<file path="src/rtl/fpbcd_pkg.sv">
// ----------------------------------------------------------------------------
// fpbcd_pkg
// Types, widths and helper functions for the fixed-point to signed BCD
// converter.
// ----------------------------------------------------------------------------
package fpbcd_pkg;

    localparam int MAG_W          = 32;              // magnitude of the measurement
    localparam int SCALE_W        = 14;              // holds 10^4
    localparam int PROD_W         = MAG_W + SCALE_W; // scaled magnitude
    localparam int BCD_W          = 32;              // eight packed digits
    localparam int DIGITS         = BCD_W / 4;
    localparam int BITS_PER_STAGE = 8;               // shift-add-3 steps per stage
    localparam int MAX_DECIMALS   = 4;
    localparam int MAX_BYTES      = 4;

    // Per-item format that travels alongside the arithmetic.
    typedef struct packed {
        logic [31:0] mask;
        logic        neg;
        logic [4:0]  spos;
        logic [2:0]  nbytes;
    } sideband_t;

    // Ten to the power of the decimal count; counts above four saturate.
    function automatic logic [SCALE_W-1:0] pow10_scale(input logic [2:0] dec);
        logic [SCALE_W-1:0] s;
        case (dec)
            3'd0:    s = SCALE_W'(1);
            3'd1:    s = SCALE_W'(10);
            3'd2:    s = SCALE_W'(100);
            3'd3:    s = SCALE_W'(1000);
            default: s = SCALE_W'(10000);
        endcase
        return s;
    endfunction

    // Byte count limited to the range one to four.
    function automatic logic [2:0] clamp_bytes(input logic [2:0] b);
        logic [2:0] r;
        if (b == 3'd0) begin
            r = 3'd1;
        end else if (b > 3'(MAX_BYTES)) begin
            r = 3'(MAX_BYTES);
        end else begin
            r = b;
        end
        return r;
    endfunction

    // One double-dabble step: adjust every digit, then shift in the next bit.
    // The carry out of the top digit is dropped, which keeps the value
    // modulo 10^8 exactly.
    function automatic logic [BCD_W-1:0] dd_step(input logic [BCD_W-1:0] bcd,
                                                 input logic bit_in);
        logic [BCD_W-1:0] adj;
        adj = bcd;
        for (int d = 0; d < DIGITS; d++) begin
            if (bcd[4*d +: 4] >= 4'd5) begin
                adj[4*d +: 4] = bcd[4*d +: 4] + 4'd3;
            end
        end
        return {adj[BCD_W-2:0], bit_in};
    endfunction

endpackage

</file>
<file path="src/rtl/fixed_point_to_signed_bcd.sv">
// ----------------------------------------------------------------------------
// fixed_point_to_signed_bcd
// Converts a fixed-point measurement into masked, signed packed BCD.
// ----------------------------------------------------------------------------
// Usage
//   Input items arrive on the s_ stream: tdata carries the raw value, decimal
//   count, digit mask, sign position and byte count; tuser carries the
//   signed-mode flag. Each item gives exactly one result on the m_ stream:
//   the packed BCD word and the number of meaningful low bytes.
//   The block is a pipeline: an input stage (magnitude and format), a
//   32 x 14 bit multiplier stage, a rounding stage, one double-dabble stage
//   per eight bits of the rounded value, and the output register.
//   Throughput is one item per cycle while the receiver keeps m_tready high;
//   each stage holds one item.
//   When the receiver stalls, the output register holds its item and the
//   stages behind it keep filling; s_tready falls only once every stage
//   holds an item.
//   Reset clears all stage valid flags; no result is pending afterwards.
// ----------------------------------------------------------------------------
module fixed_point_to_signed_bcd
    import fpbcd_pkg::*;
#(
    parameter int FRAC_BITS = 12
) (
    input  logic        aclk,
    input  logic        aresetn,
    input  logic        s_tvalid,
    output logic        s_tready,
    // raw_value[31:0], decimals[34:32], digit_mask[66:35], sign_bit_pos[71:67],
    // byte_count[74:72], zero padding above
    input  logic [79:0] s_tdata,
    // signed_mode[0]
    input  logic        s_tuser,
    output logic        m_tvalid,
    input  logic        m_tready,
    // bcd_word[31:0], valid_bytes[34:32], zero padding above
    output logic [39:0] m_tdata
);

    localparam int ROUND_W = PROD_W - FRAC_BITS;
    localparam int NSTG    = (ROUND_W + BITS_PER_STAGE - 1) / BITS_PER_STAGE;
    localparam int PADW    = NSTG * BITS_PER_STAGE;
    localparam int NS      = 4 + NSTG;     // input, multiply, round, dabble, output
    localparam int ST_A    = 0;
    localparam int ST_B    = 1;
    localparam int ST_C    = 2;
    localparam int ST_D    = 3;
    localparam int ST_OUT  = NS - 1;
    localparam logic [PROD_W-1:0] HALF = PROD_W'((64'd1 << FRAC_BITS) >> 1);

    // Input fields
    logic [31:0] in_raw;
    logic [2:0]  in_dec;
    logic [31:0] in_mask;
    logic [4:0]  in_spos;
    logic [2:0]  in_bytes;
    logic        in_smode;
    logic        in_neg;

    assign in_raw   = s_tdata[31:0];
    assign in_dec   = s_tdata[34:32];
    assign in_mask  = s_tdata[66:35];
    assign in_spos  = s_tdata[71:67];
    assign in_bytes = s_tdata[74:72];
    assign in_smode = s_tuser;
    assign in_neg   = in_smode & in_raw[31];

    // Pipeline control
    logic [NS-1:0] valid_reg;
    logic [NS-1:0] valid_next;
    logic [NS-1:0] adv;
    sideband_t     sb_reg [NS-1];

    always_comb begin
        adv[ST_OUT] = !valid_reg[ST_OUT] || m_tready;
        for (int i = NS - 2; i >= 0; i--) begin
            adv[i] = !valid_reg[i] || adv[i+1];
        end
        valid_next[0] = adv[0] ? s_tvalid : valid_reg[0];
        for (int i = 1; i < NS; i++) begin
            if (adv[i]) begin
                valid_next[i] = valid_reg[i-1];
            end else begin
                valid_next[i] = valid_reg[i];
            end
        end
    end

    always_ff @(posedge aclk) begin
        if (!aresetn) begin
            valid_reg <= '0;
        end else begin
            valid_reg <= valid_next;
        end
    end

    assign s_tready = adv[ST_A];

    // Stage A: magnitude and scale factor. Two's complement negation already
    // gives 2^31 for the most negative input.
    logic [MAG_W-1:0]   mag_reg;
    logic [SCALE_W-1:0] scale_reg;

    always_ff @(posedge aclk) begin
        if (adv[ST_A]) begin
            mag_reg         <= in_neg ? (~in_raw + 32'd1) : in_raw;
            scale_reg       <= pow10_scale(in_dec);
            sb_reg[ST_A]    <= '{mask: in_mask, neg: in_neg, spos: in_spos,
                                 nbytes: clamp_bytes(in_bytes)};
        end
    end

    // Stage B: scaling multiply
    logic [PROD_W-1:0] prod_reg;

    always_ff @(posedge aclk) begin
        if (adv[ST_B]) begin
            prod_reg     <= PROD_W'(mag_reg) * PROD_W'(scale_reg);
            sb_reg[ST_B] <= sb_reg[ST_A];
        end
    end

    // Stage C: round half up; the sum stays below 2^46 for any input.
    logic [PROD_W-1:0] sum_rnd;
    logic [PADW-1:0]   rnd_reg;

    assign sum_rnd = prod_reg + HALF;

    always_ff @(posedge aclk) begin
        if (adv[ST_C]) begin
            rnd_reg      <= PADW'(ROUND_W'(sum_rnd >> FRAC_BITS));
            sb_reg[ST_C] <= sb_reg[ST_B];
        end
    end

    // Dabble stages: each takes the next eight bits, most significant first.
    logic [BCD_W-1:0] bcd_reg [NSTG];
    logic [PADW-1:0]  rem_reg [NSTG];

    for (genvar k = 0; k < NSTG; k++) begin : g_dabble
        logic [BCD_W-1:0] bcd_in;
        logic [PADW-1:0]  rem_in;
        logic [BCD_W-1:0] bcd_step;

        if (k == 0) begin : g_first
            assign bcd_in = '0;
            assign rem_in = rnd_reg;
        end else begin : g_rest
            assign bcd_in = bcd_reg[k-1];
            assign rem_in = rem_reg[k-1];
        end

        always_comb begin
            logic [BCD_W-1:0] acc;
            acc = bcd_in;
            for (int j = 0; j < BITS_PER_STAGE; j++) begin
                acc = dd_step(acc, rem_in[PADW-1-j]);
            end
            bcd_step = acc;
        end

        always_ff @(posedge aclk) begin
            if (adv[ST_D+k]) begin
                bcd_reg[k]      <= bcd_step;
                rem_reg[k]      <= rem_in << BITS_PER_STAGE;
                sb_reg[ST_D+k]  <= sb_reg[ST_D+k-1];
            end
        end
    end

    // Output register: mask the digits and merge the sign flag.
    sideband_t        sb_last;
    logic [BCD_W-1:0] flag_word;
    logic [BCD_W-1:0] word_reg;
    logic [2:0]       bytes_reg;

    assign sb_last   = sb_reg[ST_OUT-1];
    assign flag_word = BCD_W'(sb_last.neg) << sb_last.spos;

    always_ff @(posedge aclk) begin
        if (adv[ST_OUT]) begin
            word_reg  <= (bcd_reg[NSTG-1] & sb_last.mask) | flag_word;
            bytes_reg <= sb_last.nbytes;
        end
    end

    assign m_tvalid = valid_reg[ST_OUT];
    assign m_tdata  = {5'd0, bytes_reg, word_reg};

    // Checks
    a_no_reset_result: assert property (@(posedge aclk)
        $past(!aresetn) |-> !m_tvalid)
        else $error("result valid straight after reset");

    a_stall_source: assert property (@(posedge aclk) disable iff (!aresetn)
        !s_tready |-> (m_tvalid && !m_tready && valid_reg == '1))
        else $error("input stalled while the pipeline has room");

    a_neg_nonzero: assert property (@(posedge aclk) disable iff (!aresetn)
        (valid_reg[ST_A] && sb_reg[ST_A].neg) |-> (mag_reg != '0))
        else $error("negative input gave a zero magnitude");

    a_bytes_range: assert property (@(posedge aclk) disable iff (!aresetn)
        m_tvalid |-> (bytes_reg >= 3'd1 && bytes_reg <= 3'(MAX_BYTES)))
        else $error("byte count out of range");

    a_stage_hold: assert property (@(posedge aclk) disable iff (!aresetn)
        (valid_reg[ST_C] && !adv[ST_C]) |=> (valid_reg[ST_C] && $stable(rnd_reg)))
        else $error("rounding stage lost a stalled item");

endmodule
</file>
<file path="config.mk">
export PLATFORM = sky130hd
export DESIGN_NAME = fixed_point_to_signed_bcd
export DESIGN_NICKNAME = d
export VERILOG_FILES = /design/src/rtl/fpbcd_pkg.sv /design/src/rtl/fixed_point_to_signed_bcd.sv
export SDC_FILE = /design/constraint.sdc
export NUM_CORES = 2
export LEC_CHECK = 0
export ABC_AREA = 1
export BUFFER_PORTS_ARGS = -buffer_cell sky130_fd_sc_hd__buf_2
export CORE_ASPECT_RATIO = 0.5
export CORE_UTILIZATION = 50
export CTS_BUF_LIST = sky130_fd_sc_hd__clkbuf_16
export DETAILED_ROUTE_END_ITERATION = 16
export HOLD_SLACK_MARGIN = 0.05
export MAX_ROUTING_LAYER = met4
export PLACE_DENSITY = 0.63
export SLEW_MARGIN = 20
export SYNTH_ARGS = -nofsm -noshare
export SYNTH_HDL_FRONTEND = slang
export SYNTH_SLANG_ARGS = --single-unit
</file>
<file path="constraint.sdc">
create_clock -name aclk -period 22.1 [get_ports aclk]
set_clock_uncertainty 0.15 [all_clocks]
set_input_delay 2.21 -clock aclk [delete_from_list [all_inputs] [get_ports aclk]]
set_output_delay 2.21 -clock aclk [all_outputs]
set_load 0.02 [all_outputs]
</file>
==> results.py <==
metrics = {
    "run_status": {
        "outcome": "finished, final reports clean",
    },
    "setup_path": {
        "start_kind": "primary input",
        "critPathMaxStageDelay_ps": 670,
        "cp_max_fo": 37,
        "crit_slowest_cell": "clkinv_2",
        "path_depth": 19,
        "cp.arrival_ps": 7530,
        "worst-path-buf-inv": 10,
        "worstRegToRegCells": 33,
        "critical_path_required_ps": 19740,
        "cpMostUsedCell": "nor2_1",
        "end_kind": "output pin",
        "path_delay_family": "buffers and inverters",
        "worstSetupPathType": "in -> out",
        "path_cells": "buf_2 > nor2_1 > inv_1 > buf_4 > nor2_1 > inv_2 > nor2_1 > clkinv_2 > nor2_1 > clkinv_2 > nor2_1 > clkinv_2 > nor2_1 > inv_2 > nor2_1 > inv_2 > nor2_1 > nand2_4 > buf_2",
        "reg2reg_slack_ps": 14230,
    },
    "grt": {
        "grt_usage_pct": 19.0,
        "grt_start_max_net_pins": 77,
        "antenna_found_initial": 2,
        "grt_pass1_wl_mm": 156,
        "grt-ovfl-total": 0,
        "first_global_vias": 33900,
    },
    "logic_synthesis": {
        "netlist_area_sq_mm": 0.0499,
        "synth_top_cells_by_area": "edfxtp_1 (39%), fa_1 (12%), nand2_1 (11%)",
        "synth.top_cell.area_share_pct": 39.3,
        "ys_types": 65,
        "ys_ff_latch": 663,
        "ys_seq_area_share_pct": 39.7,
        "synth_warnings": 0,
        "synth_ff_type": "edfxtp_1",
        "synthArstFlopShare_pct": 0,
        "avgSynthCellArea_sq_um": 9.05,
        "syn_inst": 5519,
        "synth_top_area_cell": "edfxtp_1",
        "synth_edf_count": 654,
    },
    "die": {
        "die_area_sq_mm": 0.101,
        "core-area_sq_mm": 0.0983,
        "io_pins": 127,
        "die_h_um": 225,
        "initial_core_util_pct": 50.8,
        "rows": 81,
        "die_w_um": 449,
    },
    "sta": {
        "fmax_mhz": 101,
        "setup_tns_ps": 0,
        "slew_violations": 0,
        "hold_violations": 0,
        "maxSlewHeadroom_pct": 29.4,
        "post-route-period-util_pct": 44.8,
        "min_period_ps": 9890,
        "tightest_slew_ps": 1060,
        "hold_ws_ps": 214,
        "final-setup-viol-count": 0,
        "rsz0062_at_grt": "false",
    },
    "clocking": {
        "clock_sinks": 663,
        "clock_latency_ps": 670,
        "cts_root_buffer": "clkbuf_16",
        "cts_buffers": 60,
        "postCtsSetupRepairBufs": 0,
        "ctsResizeCount": 0,
        "path_clk_slew_ps": 70,
        "hold_buffers": 0,
        "cts_tree": "yes",
        "cts_max_path_buffers": 3,
        "cts_max_level": 2,
    },
    "finish": {
        "mostFrequentLayoutCells": "nand2_1 (1454), inv_1 (1070), edfxtp_1 (654)",
        "final_area_sq_mm": 0.0540,
        "largest_register_ffs": 328,
        "area_delta_synth_final_pct": 8.18,
        "fin_nets": 6307,
        "layout_commonest_cell": "nand2_1",
        "final_layout_size_suffix_gt1_share_pct": 13.3,
    },
    "route": {
        "wl_per_cell_um": 13.1,
        "viasPerCell": 4.94,
        "wl_mm": 92.1,
        "remaining_drc_errors": 0,
        "vias": 34700,
        "first_pass_iters": 7,
        "drtAntennaViolNets": 0,
        "drt-initial-drc-count": 2100,
    },
    "place": {
        "finalWeightedCongestion": 0.861,
        "placed_area_sq_mm": 0.0520,
        "detailed_place_hpwl_mm": 72.1,
        "port_buffers": 116,
    },
    "min_path": {
        "worstHoldPathType": "reg -> reg",
        "min_delay_path_depth": 0,
    },
    "job": {
        "cap_violations": 0,
    },
}
-- worst register-to-register path: cells and delay by family, from the launching register on --
kind / cells / cell delay [ps]
AO/OA/AOI/OAI: 10 / 2130
XOR/XNOR: 1 / 140
adder cells (fa/ha/maj): 7 / 3340
buffers and inverters: 8 / 1010
flip-flops: 1 / 320
AND/OR/NAND/NOR: 7 / 570
-- final cells by class --
class,count,area (sq um)
clock buffer,60,1500
sequential,663,19800
clock inverter,53,485
inverter,1112,4180
timing repair buffer,133,708
antenna,1,2.50
multi-input combinational,3681,25700
fill,8575,44300
tap,1328,1660
-- Yosys cell counts, types with 51 or more instances --
master	number
a21oi_1	110
nand2_2	206
nand3_2	109
fa_1	295
xnor2_1	51
nand2_1	1455
edfxtp_1	654
nand3_1	355
inv_1	1070
xor2_1	111
nor2_1	114
o21ai_0	126
ha_1	276
o21ai_2	70
nand4_1	111
-- per-stage QoR --
step           setup slack [ps]  std cells  util (%)
2_1_floorplan              4640       5523         -
3_3_place_gp              12000       6917      52.9
3_5_place_dp              11970       6917      52.9
4_1_cts                   11950       7030      55.0
5_1_grt                   11660       7030      55.0
6_report                  12210       7031      55.0
-- metal layers --
layer | track usage, % | up-vias | wire length, um
li1 | - | 18000 | -
met1 | 25.8 | 16100 | 44600
met2 | 30.9 | 557 | 42100
met3 | 2.54 | 71 | 4330
met4 | 3.07 | 0 | 1050
met5 | - | - | 0
-- cells by family after synthesis --
family          synth area share (%)
fa+ha+maj                       18.7
mux                           0.0401
simple gates                    24.0
flops                           39.7
other cells                  0.00751
xor+xnor                        3.30
buf+inv                         8.96
compound gates                  5.30
-- final timing paths --
kind | end | startpoint
worst max-delay path | s_tready | m_tready
worst max register to register | prod_reg[44]$_DFFE_PP_ | scale_reg[10]$_DFFE_PP_
worst min-delay path | sb_reg[1][92]$_DFFE_PP_ | sb_reg[1][51]$_DFFE_PP_
worst min register to register | sb_reg[1][92]$_DFFE_PP_ | sb_reg[1][51]$_DFFE_PP_
Power is not shown: default switching activity piles up to over one toggle a cycle in this logic, so the estimate is an artifact.
